`src/rtl/dipd_pkg.sv`:
```
// Shared types and constants for the icon bitmap body decoder.
`default_nettype none
package dipd_pkg;

	localparam int Q_DEPTH = 4;
	localparam int Q_AW    = 2;

	localparam logic [2:0] REG_IMAGE_WIDTH    = 3'd0;
	localparam logic [2:0] REG_IMAGE_HEIGHT   = 3'd1;
	localparam logic [2:0] REG_BITS_PER_PIXEL = 3'd2;
	localparam logic [2:0] REG_COLOR_COUNT    = 3'd3;
	localparam logic [2:0] REG_BOTTOM_UP      = 3'd4;

	typedef enum logic [1:0] {
		KIND_PIXEL = 2'd0,
		KIND_CLEAR = 2'd1,
		KIND_DONE  = 2'd2,
		KIND_TRUNC = 2'd3
	} kind_t;

	typedef enum logic [1:0] {
		PH_PALETTE = 2'd0,
		PH_IMAGE   = 2'd1,
		PH_MASK    = 2'd2
	} phase_t;

	typedef enum logic [1:0] {
		CMD_INDEXED = 2'd0,
		CMD_MASK    = 2'd1,
		CMD_DIRECT  = 2'd2
	} cmd_mode_t;

	typedef enum logic [1:0] {
		PW_1 = 2'd0,
		PW_4 = 2'd1,
		PW_8 = 2'd2
	} pix_w_t;

	typedef struct packed {
		logic [7:0] data_byte;
		logic       end_of_data;
	} in_t;

	typedef struct packed {
		kind_t       kind;
		logic [7:0]  col;
		logic [7:0]  row;
		logic [31:0] argb;
		logic        last;
	} out_t;

	typedef struct packed {
		logic [8:0] image_width;
		logic [8:0] image_height;
		logic [5:0] bits_per_pixel;
		logic [8:0] color_count;
		logic       bottom_up;
	} cfg_t;

	// one accepted byte's work for the back end
	typedef struct packed {
		cmd_mode_t   mode;
		pix_w_t      pix_w;
		logic [7:0]  data;
		logic [7:0]  col0;
		logic [7:0]  row;
		logic [31:0] argb;
		logic [7:0]  slots;
		logic        done;
		logic        trunc;
	} cmd_t;

	typedef struct packed {
		logic        en;
		logic        clr;
		logic [7:0]  addr;
		logic [31:0] data;
	} pal_wr_t;

endpackage
`default_nettype wire

```
`src/rtl/dipd_fifo.sv`:
```
// Small command queue between the byte parser and the result generator.
`default_nettype none
module dipd_fifo import dipd_pkg::*; (
	input  wire logic clk,
	input  wire logic arst_n,
	input  wire logic push,
	input  cmd_t      push_data,
	output logic      full,
	input  wire logic pop,
	output cmd_t      pop_data,
	output logic      empty
);
	cmd_t            mem_q [Q_DEPTH];
	logic [Q_AW-1:0] wp_q, rp_q;
	logic [Q_AW:0]   cnt_q;

	assign full     = (cnt_q == (Q_AW+1)'(Q_DEPTH));
	assign empty    = (cnt_q == '0);
	assign pop_data = mem_q[rp_q];

	always_ff @(posedge clk) begin
		if (push) mem_q[wp_q] <= push_data;
	end

	always_ff @(posedge clk or negedge arst_n) begin
		if (!arst_n) begin
			wp_q  <= '0;
			rp_q  <= '0;
			cnt_q <= '0;
		end else begin
			if (push) wp_q <= wp_q + 1'b1;
			if (pop) rp_q <= rp_q + 1'b1;
			if (push && !pop) cnt_q <= cnt_q + 1'b1;
			else if (pop && !push) cnt_q <= cnt_q - 1'b1;
		end
	end
endmodule
`default_nettype wire

```
`config.mk`:
```
export PLATFORM = sky130hd
export DESIGN_NAME = dipd_fifo
export DESIGN_NICKNAME = d
export VERILOG_FILES = /design/src/rtl/dipd_pkg.sv /design/src/rtl/dipd_fifo.sv
export SDC_FILE = /design/constraint.sdc
export NUM_CORES = 1
export LEC_CHECK = 0
export ABC_AREA = 1
export BUFFER_PORTS_ARGS = -buffer_cell sky130_fd_sc_hd__buf_2
export CAP_MARGIN = 10
export CORE_MARGIN = 4
export CORE_UTILIZATION = 39
export DETAILED_ROUTE_END_ITERATION = 16
export HOLD_SLACK_MARGIN = 0.03
export SKIP_LAST_GASP = 1
export SYNTH_ARGS = -nofsm -noshare
export SYNTH_HDL_FRONTEND = slang
export SYNTH_SLANG_ARGS = --single-unit
```
`constraint.sdc`:
```
create_clock -name clk -period 3.83 [get_ports clk]
set_input_delay 0.766 -clock clk [delete_from_list [all_inputs] [get_ports clk]]
set_output_delay 0.766 -clock clk [all_outputs]
set_load 0.005 [all_outputs]
```
==> results of run 1 <==
power by group:
| part | switching (W) | internal, W | total, W |
|---|---|---|---|
| registers | 0.000288 | 0.00411 | 0.00440 |
| logic | 0.00194 | 0.00115 | 0.00308 |
| clock network | 0.00112 | 0.00172 | 0.00284 |
sequential cells by signal, indices dropped and copies added, names as in the netlist:
name	cells
mem_q	280
cnt_q	3
rp_q	2
wp_q	2
cells in the mapped netlist:
master    instances  share of area, %
o211ai_1        140               9.2
nand3_1           1             0.044
ha_1              5              0.55
inv_2             1             0.033
edfxtp_1        280                73
dfrtp_1           7               1.5
nand2_1         223               7.3
nand4_1           1             0.055
nor3_1            2             0.087
clkbuf_4          2              0.13
fa_1              1              0.17
clkbuf_1          1             0.033
xor2_1            3              0.23
o21ai_1           1             0.044
buf_2            31               1.4
xnor2_1           1             0.076
inv_1           151               4.9
buf_4            13              0.85
through the flow:
step	total power [W]	utilization, %
floorplan	0.00637	-
global placement	0.00760	43.6
detailed placement	0.00765	43.6
CTS	0.0105	46.9
global route	0.0110	47.0
finish	0.0103	47.0
cell families after synthesis:
family | after synthesis | synth area share [%]
flip-flops | 287 | 74.9
XOR/XNOR | 4 | 0.306
AO/OA/AOI/OAI | 141 | 9.22
adder cells (fa/ha/maj) | 6 | 0.721
buffers and inverters | 199 | 7.35
AND/OR/NAND/NOR | 227 | 7.49
worst min-delay path by stage:
stage | from | endpoint | slack (ps) | cells after the start
2_1_floorplan | cnt_q[2] | cnt_q[2] | 460 | 2
3_3_place_gp | cnt_q[2] | cnt_q[2] | 480 | 2
3_5_place_dp | cnt_q[2] | cnt_q[2] | 500 | 2
4_1_cts | arst_n | cnt_q[2] | 50 | 1
5_1_grt | arst_n | cnt_q[2] | 60 | 1
6_report | arst_n | cnt_q[2] | 70 | 1
per-layer routing:
layer | GRT usage (%) | up-vias | wire [um]
li1 | - | 3287 | -
met3 | 2.95 | 35 | 1130
met5 | 0 | - | 20
met4 | 3.66 | 2 | 435
met2 | 23.3 | 148 | 11100
met1 | 18.3 | 3188 | 10100
cell type report:
cell class / instances / share of cell area [%]
antenna: 1 / 0.0185
clock buffer: 43 / 6.20
clock inverter: 11 / 0.979
inverter: 152 / 4.25
multi-input combinational: 378 / 15.0
sequential: 287 / 63.4
tap: 384 / 3.55
timing repair buffer: 158 / 6.63
worst reg2reg max path: cells and delay by family (launching register included):
| family | cells | cell delay (ps) |
|---|---|---|
| and+or+nand+nor | 1 | 70 |
| adders and majority gates | 1 | 190 |
| DFF | 1 | 410 |
| buffers and inverters | 3 | 1320 |
==> results.json, run 1 <==
{
  "outcome": "finished, final reports clean",
  "fin_ws_ps": 738,
  "finClkSkew_ps": 12.5,
  "antenna_found_initial": 2,
  "dp.cells": 1359,
  "portBuffers": 145,
  "placed_area_um2": 12600,
  "multi_input_area_um2": 2030,
  "syn2layout_area_growth_pct": 18.3,
  "drc": 0,
  "final_antenna_net_count": 0,
  "reg2reg_to": "mem_q[0][55]",
  "final_cell_mix": "edfxtp_1 (280), nand2_1 (223), inv_1 (147)",
  "dp_hpwl_um": 13600,
  "chipHeight_um": 179,
  "powerDensity_nw_per_um2": 762,
  "path_depth": 4,
  "ys_ff_latch": 287,
  "cp_max_fo": 47,
  "path_cells": "buf_4 -> o211ai_1 -> nand2_1 -> buf_2",
  "hold_violations": 0,
  "ys_warn_count": 0,
  "grt_pass1_vias": 6645,
  "hold_path_class": "in -> async",
  "clock-sinks": 287,
  "hold_ws_ps": 69.7,
  "fin_tns_setup_ps": 0,
  "rows": 62,
  "drive_above_1_share_pct": 20.0,
  "fin_crit_ps": 3090,
  "cpLargestDelayFamily": "buffers and inverters",
  "grt.overflow.total": 0,
  "tightest_slew_ps": 904,
  "yosysSeqAreaShare_pct": 74.9,
  "grt_max_degree": 71,
  "rsz0062_at_grt": "false",
  "cts_resized": 0,
  "die_width_um": 179,
  "grtUsageTotal_pct": 13.8,
  "vias_per_cell": 4.71,
  "drv_slew": 0,
  "register_area_um2": 8590,
  "end_kind": "primary output",
  "final_common_cell": "edfxtp_1",
  "worstSetupStartpointType": "flip-flop",
  "cp_slowest_cell": "dfrtp_2",
  "syn_nets": 944,
  "dp_slack_ps": 1210,
  "synthCells": 864,
  "holdBufCountCts": 0,
  "fin_area_um2": 13600,
  "dr_total_vias": 6660,
  "critical_path_required_ps": 3060,
  "ir_worst_vdd_v": 0.000402,
  "initial_core_util_pct": 39.7,
  "critical_path_arrival_ps": 2330,
  "clockRootBuffer": "clkbuf_16",
  "routed_wl_um": 22900,
  "fin_nets": 1087,
  "numCtsBuffers": 30,
  "ys_types": 18,
  "routedWlPerCell_um": 16.2,
  "path_buf_inv": 2,
  "path_class": "reg -> out",
  "fin_crit_sh_pct": 80.7,
  "clockBufferDepth": 3,
  "r2r_cells": 5,
  "startpoint": "rp_q[1]",
  "dieArea_um2": 32200,
  "synth_area_um2": 11500,
  "finalNonFillerCells": 1414,
  "crit_path_end": "pop_data[14]",
  "nFillCells": 2569,
  "core_um2": 28900,
  "cts-htree-levels": 1,
  "setup-violations-final": 0,
  "dr.pass1.iters": 5,
  "reg2reg_slack_ps": 1570,
  "maxCapViolCount": 0,
  "max_slew_margin_pct": 39.7,
  "critPathMaxStageDelay_ps": 700,
  "leakage_nw": 5.42,
  "path_clk_slew_ps": 60,
  "post_cts_buffers": 0,
  "clk-insertion-delay-late_ps": 540,
  "rr_startpoint": "wp_q[0]",
  "cts_tree": "built",
  "avgSynthCellArea_um2": 13.3,
  "grt_pass1_wl_um": 36300,
  "first_iter_violations": 421,
  "ioPinCount": 146,
  "max_freq_ghz": 0.323,
  "gp_congestion": 0.720
}
Power figures use the tool's default switching activity.
==> inputs of run 2 (changes only) <==
- clock period: 3.83 -> 3.1 ns (I/O delays scaled with it)
==> run 2 against run 1 <==
  * Final area is essentially flat
  * Hold slack improved by 230 ps
  * Sequential cell count unchanged
  * Clock skew down 7.6 ps
  * Global-route usage barely moved
  * Critical path type unchanged
  * Critical endpoint is now pop_data[57]
  * Highest routed layer unchanged
==> results.json, run 2 (synthesis results as in run 1) <==
{
  "outcome": "finished, final reports clean",
  "hold_violations": 0,
  "rr_startpoint": "wp_q[0]",
  "final_util_pct": 47.0,
  "portBuffers": 145,
  "regMostFlops": "mem_q",
  "die_width_um": 179,
  "post_cts_buffers": 0,
  "reg2reg_to": "mem_q[2][21]",
  "vias_per_cell": 4.72,
  "fin_crit_sh_pct": 92.4,
  "syn2layout_area_growth_pct": 18.3,
  "powerDensity_nw_per_um2": 931,
  "reg2reg_slack_ps": 1140,
  "drv_slew": 0,
  "dr_total_vias": 6694,
  "largest_register_ffs": 280,
  "fin_crit_ps": 2860,
  "numCtsBuffers": 31,
  "fin_ws_ps": 237,
  "leakage_nw": 5.42,
  "initial_core_util_pct": 39.7,
  "routedWlPerCell_um": 15.9,
  "register_area_um2": 8590,
  "max_freq_ghz": 0.349,
  "clockRootBuffer": "clkbuf_16",
  "gp_congestion": 0.693,
  "drive_above_1_share_pct": 19.7,
  "grt_max_degree": 71,
  "drc": 0,
  "grtUsageTotal_pct": 13.8,
  "holdBufCountCts": 1,
  "routed_wl_um": 22600,
  "dp_hpwl_um": 13400,
  "clk-insertion-delay-late_ps": 530,
  "end_kind": "primary output",
  "worstSetupStartpointType": "flip-flop",
  "cts_resized": 0,
  "clockBufferDepth": 3,
  "critical_path_required_ps": 2480,
  "path_class": "reg -> out",
  "antenna_found_initial": 5,
  "r2r_cells": 5,
  "critical_path_arrival_ps": 2240,
  "hold_ws_ps": 298,
  "core_um2": 28900,
  "min_from": "push_data[45]",
  "placed_area_um2": 12600,
  "cts-htree-levels": 1,
  "final_antenna_net_count": 0,
  "reg_top3": "mem_q x280, cnt_q x3",
  "fin_tns_setup_ps": 0,
  "hold_path_class": "in -> reg",
  "cts_tree": "built",
  "cp_max_fo": 64,
  "setup-violations-final": 0,
  "dieArea_um2": 32200,
  "dr.pass1.iters": 4,
  "finClkSkew_ps": 4.81,
  "grt_pass1_wl_um": 36400,
  "maxCapViolCount": 0,
  "final_common_cell": "edfxtp_1",
  "crit_path_end": "pop_data[57]",
  "chipHeight_um": 179,
  "max_slew_margin_pct": 40.2,
  "nFillCells": 2625,
  "fin_nets": 1092,
  "ir_worst_vdd_v": 0.000519,
  "ioPinCount": 146,
  "clock-sinks": 287,
  "grt.overflow.total": 0,
  "first_iter_violations": 291,
  "multi_input_area_um2": 2030,
  "grt_pass1_vias": 6783,
  "worstHoldPathCells": 1,
  "rows": 62,
  "final_cell_mix": "edfxtp_1 (280), nand2_1 (223), inv_1 (147)",
  "dp_slack_ps": 759,
  "fin_area_um2": 13600,
  "tightest_slew_ps": 896,
  "path_clk_slew_ps": 60,
  "startpoint": "rp_q[0]",
  "rsz0062_at_grt": "false"
}
run 2: how the worst min path moves through the flow:
stage,endpoint,slack (ps)
final,mem_q[3][45],300
after global routing,mem_q[2][45],270
after CTS,mem_q[0][68],270
after detailed placement,cnt_q[2],470
after global placement,cnt_q[2],470
after floorplan,cnt_q[0],320
run 2: report_power, final:
part / internal (W) / switching (W) / total, W
clock network: 0.00198 / 0.00138 / 0.00335
logic: 0.00147 / 0.00241 / 0.00389
registers: 0.00508 / 0.000310 / 0.00539
total: 0.00853 / 0.00410 / 0.0126
run 2: per-layer routing:
layer / global-route usage, % / vias up / share of wire (%)
li1: - / 3300 / -
met1: 17.8 / 3203 / 44
met2: 23.9 / 136 / 49
met3: 2.91 / 49 / 4.9
met4: 3.63 / 6 / 2.4
met5: 0 / - / 0.11
run 2: final cells by class:
cell class	instances	area share (%)
diodes	1	0.0185
clock buffers	39	5.94
clock inverters	16	0.877
inverters	152	4.24
multi-input cells	378	15.0
flip-flops and latches	287	63.3
well taps	384	3.54
repair buffers	162	7.05
run 2: per-stage QoR:
step / instances / total power (W)
final: 1419 / 0.0126
after global routing: 1419 / 0.0135
after CTS: 1418 / 0.0129
after detailed placement: 1362 / 0.00950
after global placement: 1362 / 0.00943
after floorplan: 864 / 0.00787
run 2: worst max-delay path, stage by stage (launching register included):
cell and delay (ps):
dfrtp_4 920, buf_4 350, nand2_1 70, o211ai_1 80
nand2_1 120, buf_2 150
