`config.mk`:
```
export PLATFORM = sky130hd
export DESIGN_NAME = dipd_front
export DESIGN_NICKNAME = d
export VERILOG_FILES = /design/src/rtl/dipd_pkg.sv /design/src/rtl/dipd_front.sv
export SDC_FILE = /design/constraint.sdc
export NUM_CORES = 1
export LEC_CHECK = 0
export BUFFER_PORTS_ARGS = -buffer_cell sky130_fd_sc_hd__buf_4
export CAP_MARGIN = 25
export CORE_MARGIN = 2
export CORE_UTILIZATION = 51
export DETAILED_ROUTE_END_ITERATION = 12
export GPL_TIMING_DRIVEN = 0
export PLACE_DENSITY = 0.75
export SLEW_MARGIN = 30
export SYNTH_ARGS = -nofsm -noshare
export SYNTH_HDL_FRONTEND = slang
export SYNTH_SLANG_ARGS = --single-unit
export TNS_END_PERCENT = 100
```
`constraint.sdc`:
```
create_clock -name clk -period 15.35 [get_ports clk]
set_input_delay 3.07 -clock clk [delete_from_list [all_inputs] [get_ports clk]]
set_output_delay 3.07 -clock clk [all_outputs]
set_load 0.02 [all_outputs]
```
`src/rtl/dipd_pkg.sv`:
```
// Shared types and constants for the icon bitmap body decoder.
`default_nettype none
package dipd_pkg;

	localparam int Q_DEPTH = 4;
	localparam int Q_AW    = 2;

	localparam logic [2:0] REG_IMAGE_WIDTH    = 3'd0;
	localparam logic [2:0] REG_IMAGE_HEIGHT   = 3'd1;
	localparam logic [2:0] REG_BITS_PER_PIXEL = 3'd2;
	localparam logic [2:0] REG_COLOR_COUNT    = 3'd3;
	localparam logic [2:0] REG_BOTTOM_UP      = 3'd4;

	typedef enum logic [1:0] {
		KIND_PIXEL = 2'd0,
		KIND_CLEAR = 2'd1,
		KIND_DONE  = 2'd2,
		KIND_TRUNC = 2'd3
	} kind_t;

	typedef enum logic [1:0] {
		PH_PALETTE = 2'd0,
		PH_IMAGE   = 2'd1,
		PH_MASK    = 2'd2
	} phase_t;

	typedef enum logic [1:0] {
		CMD_INDEXED = 2'd0,
		CMD_MASK    = 2'd1,
		CMD_DIRECT  = 2'd2
	} cmd_mode_t;

	typedef enum logic [1:0] {
		PW_1 = 2'd0,
		PW_4 = 2'd1,
		PW_8 = 2'd2
	} pix_w_t;

	typedef struct packed {
		logic [7:0] data_byte;
		logic       end_of_data;
	} in_t;

	typedef struct packed {
		kind_t       kind;
		logic [7:0]  col;
		logic [7:0]  row;
		logic [31:0] argb;
		logic        last;
	} out_t;

	typedef struct packed {
		logic [8:0] image_width;
		logic [8:0] image_height;
		logic [5:0] bits_per_pixel;
		logic [8:0] color_count;
		logic       bottom_up;
	} cfg_t;

	// one accepted byte's work for the back end
	typedef struct packed {
		cmd_mode_t   mode;
		pix_w_t      pix_w;
		logic [7:0]  data;
		logic [7:0]  col0;
		logic [7:0]  row;
		logic [31:0] argb;
		logic [7:0]  slots;
		logic        done;
		logic        trunc;
	} cmd_t;

	typedef struct packed {
		logic        en;
		logic        clr;
		logic [7:0]  addr;
		logic [31:0] data;
	} pal_wr_t;

endpackage
`default_nettype wire

```
`src/rtl/dipd_front.sv`:
```
// Byte parser: tracks the body parts, loads the palette and queues per-byte work.
`default_nettype none
module dipd_front import dipd_pkg::*; #(
	parameter int MAX_DIM       = 256,
	parameter int PALETTE_DEPTH = 256
) (
	input  wire logic clk,
	input  wire logic arst_n,
	input  wire logic in_valid,
	output logic      in_ready,
	input  in_t       in_data,
	input  cfg_t      cfg,
	input  wire logic back_idle,
	input  wire logic q_full,
	output logic      push,
	output cmd_t      cmd,
	output pal_wr_t   pal_wr
);
	phase_t      phase_q, phase_d, ph_a, ph_b;
	logic [8:0]  entry_q, entry_d;
	logic [8:0]  rowc_q, rowc_d;
	logic [10:0] bir_q, bir_d;
	logic [9:0]  pc_q, pc_d;
	logic [23:0] gat_q, gat_d;
	logic [1:0]  big_q, big_d;
	logic        clr_pend_q;

	logic [8:0]  w, h, cc;
	logic        depth_ok, acc, done, trunc, img;
	logic [5:0]  pb;
	logic [14:0] wpb;
	logic [11:0] stride;
	logic [8:0]  rowo;
	logic [3:0]  npos;
	logic [9:0]  pc_lim;
	logic [7:0]  byte_v;
	logic [7:0]  slots;
	logic [2:0]  nbytes;

	always_comb begin
		w = cfg.image_width;
		if (w == '0) w = 9'd1;
		else if ({4'd0, w} > 13'(MAX_DIM)) w = 9'(MAX_DIM);
		h = cfg.image_height;
		if (h == '0) h = 9'd1;
		else if ({4'd0, h} > 13'(MAX_DIM)) h = 9'(MAX_DIM);
		cc = ({1'b0, cfg.color_count} > 10'(PALETTE_DEPTH)) ? 9'(PALETTE_DEPTH)
			: cfg.color_count;
	end

	assign depth_ok = (cfg.bits_per_pixel == 6'd1) || (cfg.bits_per_pixel == 6'd4) ||
		(cfg.bits_per_pixel == 6'd8) || (cfg.bits_per_pixel == 6'd16) ||
		(cfg.bits_per_pixel == 6'd24) || (cfg.bits_per_pixel == 6'd32);

	always_comb begin
		ph_a = phase_q;
		if (phase_q == PH_PALETTE && entry_q >= cc) ph_a = PH_IMAGE;
		ph_b = ph_a;
		if (ph_a == PH_IMAGE && !depth_ok) ph_b = PH_MASK;
	end

	// palette is only touched while the back end has nothing in flight
	assign in_ready = !q_full && !((clr_pend_q || ph_b == PH_PALETTE) && !back_idle);
	assign acc      = in_valid && in_ready;
	assign byte_v   = in_data.data_byte;
	assign img      = (ph_b == PH_IMAGE);
	assign pb       = img ? cfg.bits_per_pixel : 6'd1;

	always_comb begin
		unique case (pb)
			6'd4:    wpb = {4'd0, w, 2'd0};
			6'd8:    wpb = {3'd0, w, 3'd0};
			6'd16:   wpb = {2'd0, w, 4'd0};
			6'd24:   wpb = {2'd0, w, 4'd0} + {3'd0, w, 3'd0};
			6'd32:   wpb = {1'b0, w, 5'd0};
			default: wpb = {6'd0, w};
		endcase
		stride = {(wpb[14:5] + 10'(wpb[4:0] != 5'd0)), 2'd0};
		rowo   = cfg.bottom_up ? (h - 9'd1 - rowc_q) : rowc_q;
		unique case (pb)
			6'd4:    npos = 4'd2;
			6'd8:    npos = 4'd1;
			default: npos = 4'd8;
		endcase
		unique case (pb)
			6'd16:   nbytes = 3'd2;
			6'd24:   nbytes = 3'd3;
			default: nbytes = 3'd4;
		endcase
		for (int j = 0; j < 8; j++) begin
			slots[j] = (4'(j) < npos) && ((pc_q + 10'(j)) < {1'b0, w}) &&
				(img || byte_v[7-j]);
		end
		pc_lim = pc_q + {6'd0, npos};
		if (pc_lim > {1'b0, w}) pc_lim = {1'b0, w};
	end

	always_comb begin
		phase_d = ph_b;
		entry_d = entry_q;
		rowc_d  = rowc_q;
		bir_d   = bir_q;
		pc_d    = pc_q;
		gat_d   = gat_q;
		big_d   = big_q;
		done    = 1'b0;
		pal_wr  = '0;
		cmd     = '0;
		cmd.row  = rowo[7:0];
		cmd.col0 = pc_q[7:0];
		cmd.data = byte_v;
		cmd.mode = img ? CMD_INDEXED : CMD_MASK;
		unique case (pb)
			6'd4:    cmd.pix_w = PW_4;
			6'd8:    cmd.pix_w = PW_8;
			default: cmd.pix_w = PW_1;
		endcase
		pal_wr.clr = acc && clr_pend_q;
		if (ph_b == PH_PALETTE) begin
			if (big_q != 2'd3) begin
				unique case (big_q)
					2'd0:    gat_d[7:0]   = gat_q[7:0] | byte_v;
					2'd1:    gat_d[15:8]  = gat_q[15:8] | byte_v;
					default: gat_d[23:16] = gat_q[23:16] | byte_v;
				endcase
				big_d = big_q + 2'd1;
			end else begin
				pal_wr.en   = acc && ({1'b0, entry_q} < 10'(PALETTE_DEPTH));
				pal_wr.addr = entry_q[7:0];
				pal_wr.data = {8'hFF, gat_q};
				entry_d = entry_q + 9'd1;
				gat_d   = '0;
				big_d   = '0;
			end
		end else begin
			if (pb <= 6'd8) begin
				cmd.slots = slots;
				if (pc_q < {1'b0, w}) pc_d = pc_lim;
			end else if (pc_q < {1'b0, w}) begin
				if ({1'b0, big_q} + 3'd1 < nbytes) begin
					unique case (big_q)
						2'd0:    gat_d[7:0]   = gat_q[7:0] | byte_v;
						2'd1:    gat_d[15:8]  = gat_q[15:8] | byte_v;
						default: gat_d[23:16] = gat_q[23:16] | byte_v;
					endcase
					big_d = big_q + 2'd1;
				end else begin
					cmd.mode     = CMD_DIRECT;
					cmd.slots[0] = 1'b1;
					unique case (pb)
						6'd16: cmd.argb = {8'hFF, byte_v[6:2], 3'd0,
							byte_v[1:0], gat_q[7:5], 3'd0, gat_q[4:0], 3'd0};
						6'd24: cmd.argb = {8'hFF, byte_v, gat_q[15:0]};
						default: cmd.argb = {byte_v, gat_q};
					endcase
					pc_d  = pc_q + 10'd1;
					gat_d = '0;
					big_d = '0;
				end
			end
			bir_d = bir_q + 11'd1;
			if ({1'b0, bir_d} >= stride) begin
				bir_d  = '0;
				pc_d   = '0;
				gat_d  = '0;
				big_d  = '0;
				rowc_d = rowc_q + 9'd1;
				if (rowc_d >= h) begin
					rowc_d = '0;
					if (img) phase_d = PH_MASK;
					else done = 1'b1;
				end
			end
		end
		trunc     = in_data.end_of_data && !done;
		cmd.done  = done;
		cmd.trunc = trunc;
		if (done || trunc) begin
			phase_d = PH_PALETTE;
			entry_d = '0;
			rowc_d  = '0;
			bir_d   = '0;
			pc_d    = '0;
			gat_d   = '0;
			big_d   = '0;
		end
		push = acc && ((|cmd.slots) || done || trunc);
	end

	always_ff @(posedge clk or negedge arst_n) begin
		if (!arst_n) begin
			phase_q    <= PH_PALETTE;
			entry_q    <= '0;
			rowc_q     <= '0;
			bir_q      <= '0;
			pc_q       <= '0;
			gat_q      <= '0;
			big_q      <= '0;
			clr_pend_q <= 1'b0;
		end else if (acc) begin
			phase_q    <= phase_d;
			entry_q    <= entry_d;
			rowc_q     <= rowc_d;
			bir_q      <= bir_d;
			pc_q       <= pc_d;
			gat_q      <= gat_d;
			big_q      <= big_d;
			clr_pend_q <= done || trunc;
		end
	end
endmodule
`default_nettype wire

```
==> qor.csv, run 1 <==
stage;metric;value;unit
run_status;outcome;complete, no violations;
detailed_routing;top layer in use;met4;
global_routing;largest net degree at the start of global routing;69;
critical_path;Critical-path top delay cell;a22o_1;
worst_hold_path;worst min path class;flip-flop to flip-flop;
sta;max-slew violations;0;
floorplanning;die area;19200;um2
sta;Worst Skew;0.0124;ns
synth;Post-Synthesis Cell Area;9230;um2
detailed_routing;routed length per instance;18.9;um
placed_design;global placer's final weighted congestion;0.964;
pwr;P_leak;5.46;nW
detailed_routing;met2 WL post-DR;14.1;mm
pwr;Comb pwr share;59.5;%
synth;Synth Flop Type;dfrtp_1;
sta;fin crit period;12.05;ns
detailed_routing;Residual DRC;0;
critical_path;FF-to-FF path depth;25;
sta;final-report hold violation count;0;
synth;Async SR Flop Fraction;100;%
critical_path;Reg2Reg Setup Slack;8.65;ns
cts;CTS root buf;clkbuf_16;
floorplanning;Ports;162;
critical_path;worst-path maximum fanout;17;
pwr;P_sw;0.000584;W
cts;CTS sink count;68;
cts;Clk Latency, worst-skew pair;0.36;ns
floorplanning;row count;49;
detailed_routing;DR vias;9889;
worst_hold_path;HP Start;rowc_q[5];
floorplanning;chip width;139;um
critical_path;reg2reg start;entry_q[0];
worst_hold_path;WHS Endpoint;rowc_q[5];
synth;warnings from Yosys;0;
sta;final setup vio count;0;
flow_run;Max Cap Viol;0;
global_routing;Global Route Usage Sum;31.5;%
synth;Syn Area/Cell;7.58;um2
pwr;Int Power;0.000664;W
cts;CTS buffer count;9;
cells_and_area;Syn-to-layout area delta;19.4;%
synth;Synth Net Count;1405;
sta;fmax;0.0830;GHz
sta;worst slew pin tran;0.958;ns
detailed_routing;met1 wire length;12.6;mm
cells_and_area;layout cell share with drive strength beyond 1;16.9;%
cts;Max clock buf depth;2;
global_routing;grt total ovfl;0;
pwr;PwrDens;113;nW/um2
cts;# Post-CTS Setup Buffers;0;
sta;Max-slew headroom;36.1;%
detailed_routing;post-route ant nets;0;
global_routing;vias in the first global route;9580;
sta;setup TNS;0;ns
critical_path;Crit. End Element;primary output;
floorplanning;starting density of the core;51.8;%
cts;cts repair resizes;0;
placed_design;DP HPWL;23.6;mm
critical_path;CP Class;input pin to primary output;
pwr;sw frac;46.8;%
sta;unrepaired setup endpoints after global routing;false;
global_routing;first-pass GRT wire length;49.2;mm
detailed_routing;First-pass DRT Iterations;5;
cts;CTS tree;done;
floorplanning;chip height;139;um
sta;Hold WS;0.488;ns
cts;Clk pin slew, worst setup/hold paths;0.06;ns
synth;Distinct cells, synth;75;
synth;cells after synthesis;1218;
critical_path;FF-to-FF End;gat_q[16];
detailed_routing;Vias/cell;6.09;
detailed_routing;DRT Wirelength;30.7;mm
critical_path;crit-path max cell delay;0.58;ns
detailed_routing;drt initial violations;635;
detailed_routing;met3 WL;3.14;mm
critical_path;Req. time, crit path;12.28;ns
pwr;peak supply drop;0.0842;mV
sta;final worst path period share;78.5;%
pwr;Flop pwr share;22.6;%
worst_hold_path;worst hold path cell count;2;
critical_path;crit start category;input pin;
cells_and_area;nets;1575;
floorplanning;core area;17800;um2
synth;Post-synth EDFFs;0;
synth;register area share after synthesis;18.4;%
cts;H-tree levels;3;
cells_and_area;fillers;1674;
global_routing;initial antenna violation count;1;
pwr;Clock power frac;17.9;%
critical_path;data arrival time of the critical path;8.98;ns
critical_path;CP Launch Point;cfg[33];
synth;Synth Register Bits;68;
placed_design;port bufs;159;
cts;CTS Hold Bufs;0;
==> metrics by stage <==
step	std cells	cell area [um2]	power, W	setup slack [ns]	utilization, %
after floorplan	1218	9230	0.000785	4.64	-
after global routing	1622	11000	0.00134	3.05	61.8
after CTS	1622	11000	0.00123	3.48	61.8
after detailed placement	1606	10700	0.00101	3.49	60.1
after global placement	1606	10700	0.000988	3.52	60.1
final	1623	11000	0.00125	3.30	61.8
==> state kept, by name (all words and copies together), names as in the netlist <==
| register | flops |
|---|---|
| gat_q | 24 |
| bir_q | 11 |
| pc_q | 10 |
| entry_q | 9 |
| rowc_q | 9 |
| big_q | 2 |
| phase_q | 2 |
| clr_pend_q | 1 |
==> critical path: cells and delay by family <==
kind	cells	cell delay [ns]
AO/OA/AOI/OAI	10	2.09
XOR/XNOR	1	0.12
adder cells (fa/ha/maj)	4	1.33
AND/OR/NAND/NOR	6	1.18
buffers and inverters	4	1.18
==> logic make-up after synthesis <==
kind of cell | share of synthesized area [%]
AO/OA/AOI/OAI | 21.6
XOR/XNOR | 9.01
adder cells (fa/ha/maj) | 19.1
buffers and inverters | 6.79
flip-flops | 18.4
multiplexers | 1.26
AND/OR/NAND/NOR | 23.9
==> cells in the mapped netlist, drive strengths merged, types with 4 or more instances <==
cell type	count	area (um2)
nand2	140	526
ha	136	1700
nor2	135	532
dfrtp	68	1700
o21ai	68	340
a21oi	59	307
inv	56	210
xor2	51	447
xnor2	44	385
nand3	42	210
buf	39	263
clkbuf	37	139
a31oi	34	213
and2	32	200
nor3	27	135
a21o	25	188
nand2b	21	131
and3	17	106
nand4	15	93.8
a211oi	13	97.6
nor4	12	75.1
a22oi	11	82.6
nor2b	11	68.8
o211ai	11	82.6
a211o	7	61.3
a21boi	7	52.6
o2111ai	7	61.3
o22ai	7	43.8
mux2i	6	60.1
o21a	6	45.0
mux2	5	56.3
or3	5	31.3
a32oi	4	35.0
clkinv	4	15.0
or2	4	25.0
==> cells in the final DEF (no fill, tap or decap), drive strengths merged, types with 11 or more instances in the layout <==
cell type,synthesis,final
nand3,42,42
nand4,15,15
ha,136,136
a21oi,59,59
inv,56,58
a211oi,13,13
buf,39,198
nand2,140,140
xor2,51,51
xnor2,44,44
nor3,27,27
dfrtp,68,68
and3,17,17
o211ai,11,11
nor2b,11,11
a21o,25,25
and2,32,32
nor2,135,135
clkbuf,37,47
nor4,12,12
a31oi,34,34
o21ai,68,68
nand2b,21,21
a22oi,11,11
==> power groups by stage <==
stage	Combinational [W]	Sequential, W	Clock (W)
final	0.000743	0.000282	0.000223
after global routing	0.000823	0.000288	0.000229
after CTS	0.000732	0.000279	0.000223
after detailed placement	0.000727	0.000283	0
after global placement	0.000707	0.000281	0
after floorplan	0.000522	0.000263	0
==> worst max-delay path by stage <==
stage	to	cells past startpoint
5_1_grt	push	25
4_1_cts	push	25
2_1_floorplan	push	23
6_report	push	25
3_3_place_gp	push	25
3_5_place_dp	push	25
==> per-layer routing <==
| layer | up-vias | track usage (%) |
|---|---|---|
| met5 | - | 0 |
| met4 | 0 | 10.8 |
| met3 | 78 | 7.80 |
| met2 | 478 | 52.7 |
| met1 | 4655 | 39.8 |
| li1 | 4678 | - |
==> cell type report <==
class | count | area, um2 | share of cell area (%)
multi-input cells | 1014 | 6910 | 62.6
flip-flops and latches | 68 | 1700 | 15.4
repair buffers | 159 | 1200 | 10.9
plain buffers | 76 | 402 | 3.64
well taps | 229 | 287 | 2.60
clock buffers | 10 | 239 | 2.17
inverters | 60 | 225 | 2.04
clock inverters | 6 | 70.1 | 0.635
diodes | 1 | 2.50 | 0.0227
Note: power is estimated with default switching activity, not from simulation.
==> run 2, diff against run 1 <==
Settings changed: ABC_AREA set to 1, PLACE_DENSITY 0.75 to 0.74.
Clock period 15.35 ns to 11.95 ns, I/O delays scaled along.
==> qor.csv, run 2 <==
stage;metric;value;unit;change
run_status;outcome;complete, no violations;;
sta;fmax;0.0989;GHz;
cts;CTS Hold Bufs;0;;unchanged
cells_and_area;Largest register FFs;24;;unchanged
cells_and_area;fillers;1840;;+9.9%
floorplanning;chip height;142;um;+2.8%
global_routing;largest net degree at the start of global routing;69;;unchanged
cells_and_area;most frequent cells in the layout;308 x nand2_1, 245 x inv_1, 186 x nor2_1, 186 x buf_4, 136 x ha_1;;
sta;final setup vio count;0;;unchanged
sta;setup TNS;0;ns;unchanged
critical_path;FF-to-FF End;pc_q[7];;
sta;max-slew violations;0;;unchanged
pwr;Flop pwr share;19.6;%;-3.0 points
synth;register area share after synthesis;17.4;%;-1.0 points
critical_path;crit start category;input pin;;
detailed_routing;Vias/cell;5.43;;-11%
floorplanning;die area;20300;um2;+5.7%
cells_and_area;nets;1851;;+18%
synth;Synth Register Bits;68;;unchanged
critical_path;most frequent cell on the critical path;nand2_1;;
placed_design;port bufs;160;;+0.63%
floorplanning;Ports;162;;unchanged
placed_design;DP HPWL;24.2;mm;+2.8%
synth;Async SR Flop Fraction;100;%;unchanged
detailed_routing;Residual DRC;0;;unchanged
detailed_routing;post-route ant nets;0;;unchanged
worst_hold_path;WHS Endpoint;rowc_q[8];;
global_routing;vias in the first global route;9797;;+2.3%
sta;Max-slew headroom;45.1;%;+9.0 points
synth;Synth Flop Type;dfrtp_1;;
synth;cells after synthesis;1493;;+23%
cts;Max clock buf depth;2;;unchanged
sta;final-report hold violation count;0;;unchanged
cells_and_area;Syn-to-layout area delta;18.4;%;
cts;cts repair resizes;0;;unchanged
worst_hold_path;HP Start;rowc_q[8];;
cts;CTS sink count;68;;unchanged
floorplanning;starting density of the core;52.1;%;+0.33 points
cts;Clk Latency, worst-skew pair;0.35;ns;about the same
global_routing;Global Route Usage Sum;30.3;%;-1.2 points
flow_run;Max Cap Viol;0;;unchanged
synth;Post-synth top cells;308 x nand2_1, 245 x inv_1, 186 x nor2_1, 136 x ha_1, 86 x nand3_1;;
cts;CTS tree;done;;
placed_design;global placer's final weighted congestion;0.930;;-3.6%
synth;Area contributors post-synth;dfrtp_1 17%, ha_1 17%, nand2_1 12%;;
sta;unrepaired setup endpoints after global routing;false;;
global_routing;grt total ovfl;0;;unchanged
detailed_routing;DRT Wirelength;30.5;mm;-0.63%
worst_hold_path;worst hold path cell count;2;;unchanged
floorplanning;core area;18800;um2;+5.2%
critical_path;CP Class;input pin to primary output;;
cts;Clk pin slew, worst setup/hold paths;0.06;ns;about the same
critical_path;Reg2Reg Setup Slack;5.85;ns;-2.80 ns
cells_and_area;Top Registers;gat_q x24, bir_q x11, pc_q x10;;
detailed_routing;routed length per instance;16.0;um;-15%
synth;Post-Synthesis Cell Area;9780;um2;+5.9%
global_routing;initial antenna violation count;0;;-1
critical_path;crit-path max cell delay;0.38;ns;-0.20 ns
pwr;sw frac;51.1;%;+4.3 points
pwr;Comb pwr share;66.4;%;+6.9 points
cells_and_area;commonest non-fill, non-tap cell in the layout;nand2_1;;
pwr;peak supply drop;0.0949;mV;+13%
cells_and_area;Reg with most FFs;gat_q;;
synth;Synth top area share;17.4;%;-1.0 points
critical_path;Crit. End Element;primary output;;
synth;warnings from Yosys;0;;unchanged
synth;Distinct cells, synth;52;;-31%
worst_hold_path;worst min path class;flip-flop to flip-flop;;
cells_and_area;Antenna Cells;0;;-1
cells_and_area;layout cell share with drive strength beyond 1;16.9;%;+0.026 points
sta;worst slew pin tran;0.814;ns;-0.144 ns
floorplanning;chip width;142;um;+2.8%
sta;fin crit period;10.11;ns;
pwr;P_leak;6.59;nW;+21%
pwr;Clock power frac;14.0;%;-3.9 points
sta;PnR worst setup slack;1.84;ns;-1.46 ns
cts;H-tree levels;3;;unchanged
sta;Worst Skew;0.00792;ns;-0.00452 ns
sta;final worst path period share;84.6;%;
synth;most frequent cell after synthesis;nand2_1;;
floorplanning;row count;50;;+2.0%
critical_path;data arrival time of the critical path;7.72;ns;-1.26 ns
synth;post-synth top area cell;dfrtp_1;;
critical_path;Req. time, crit path;9.56;ns;-2.72 ns
critical_path;Critical-path top delay cell;a221oi_1;;
pwr;P_sw;0.00102;W;+74%
pwr;PwrDens;172;nW/um2;+52%
cts;# Post-CTS Setup Buffers;0;;unchanged
cts;CTS buffer count;9;;unchanged
cts;CTS root buf;clkbuf_16;;
critical_path;worst-path maximum fanout;10;;-7
critical_path;reg2reg start;entry_q[0];;
placed_design;Post-Place Setup Slack;1.97;ns;-1.53 ns
detailed_routing;DR vias;10300;;+4.5%
synth;Synth Net Count;1680;;+20%
synth;Post-synth EDFFs;0;;unchanged
synth;Syn Area/Cell;6.55;um2;-14%
critical_path;FF-to-FF path depth;33;;+32%
pwr;Int Power;0.000973;W;+47%
detailed_routing;First-pass DRT Iterations;5;;unchanged
detailed_routing;drt initial violations;811;;+28%
global_routing;first-pass GRT wire length;49.2;mm;about the same
run 2: area by class of cell:
cell class	instances	area, um2	share of cell area (%)
clock buffer	9	225	1.95
timing repair buffer	160	1200	10.4
tap	234	293	2.53
buffer	58	383	3.31
clock inverter	7	75.1	0.649
sequential	68	1700	14.7
multi-input combinational	1105	6710	58.0
inverter	262	983	8.50
run 2: critical path: cells and delay by family:
family | cells | cell delay [ns]
and+or+nand+nor | 18 | 2.16
xor gates and xnor gates | 1 | 0.13
adders and majority gates | 4 | 1.01
buffers and inverters | 6 | 1.04
AOI/OAI and AO/OA | 5 | 0.95
run 2: cells by family after synthesis:
family                   after synthesis  share of synthesized area (%)
AO/OA/AOI/OAI                        215                           13.1
XOR/XNOR                              72                           6.45
flip-flops                            68                           17.4
buffers and inverters                320                           14.0
adder cells (fa/ha/maj)              139                           18.0
AND/OR/NAND/NOR                      679                           31.0
run 2: how the worst max path moves through the flow:
stage	from	to	slack, ns	cells past startpoint
final	cfg[8]	push	1.84	34
after global routing	cfg[8]	push	1.51	34
after CTS	cfg[8]	push	1.96	34
after detailed placement	cfg[8]	push	1.97	34
after global placement	cfg[8]	push	2.07	34
after floorplan	cfg[2]	push	2.90	32
run 2: per-stage QoR:
step / utilization (%) / hold slack [ns] / instance area (um2) / std cells / power (W)
floorplan: - / 0.471 / 9780 / 1493 / 0.00132
global placement: 60.0 / 0.486 / 11300 / 1887 / 0.00166
detailed placement: 60.0 / 0.505 / 11300 / 1887 / 0.00169
CTS: 61.6 / 0.516 / 11600 / 1903 / 0.00198
global route: 61.7 / 0.522 / 11600 / 1903 / 0.00220
finish: 61.7 / 0.510 / 11600 / 1903 / 0.00199
run 2: metal layers:
| metal | GRT usage [%] | part of all wire [%] | vias up |
|---|---|---|---|
| met5 | 0 | 0 | - |
| met4 | 8.75 | 2.1 | 0 |
| met3 | 4.10 | 8.2 | 46 |
| met2 | 49.5 | 46 | 422 |
| met1 | 41.8 | 44 | 4729 |
| li1 | - | - | 5138 |
run 2: power by group through the flow:
stage / registers, W / logic [W] / clock network [W]
after floorplan: 0.000366 / 0.000959 / 0
after global placement: 0.000389 / 0.00127 / 0
after detailed placement: 0.000390 / 0.00130 / 0
after CTS: 0.000387 / 0.00131 / 0.000282
after global routing: 0.000400 / 0.00151 / 0.000291
final: 0.000390 / 0.00132 / 0.000279
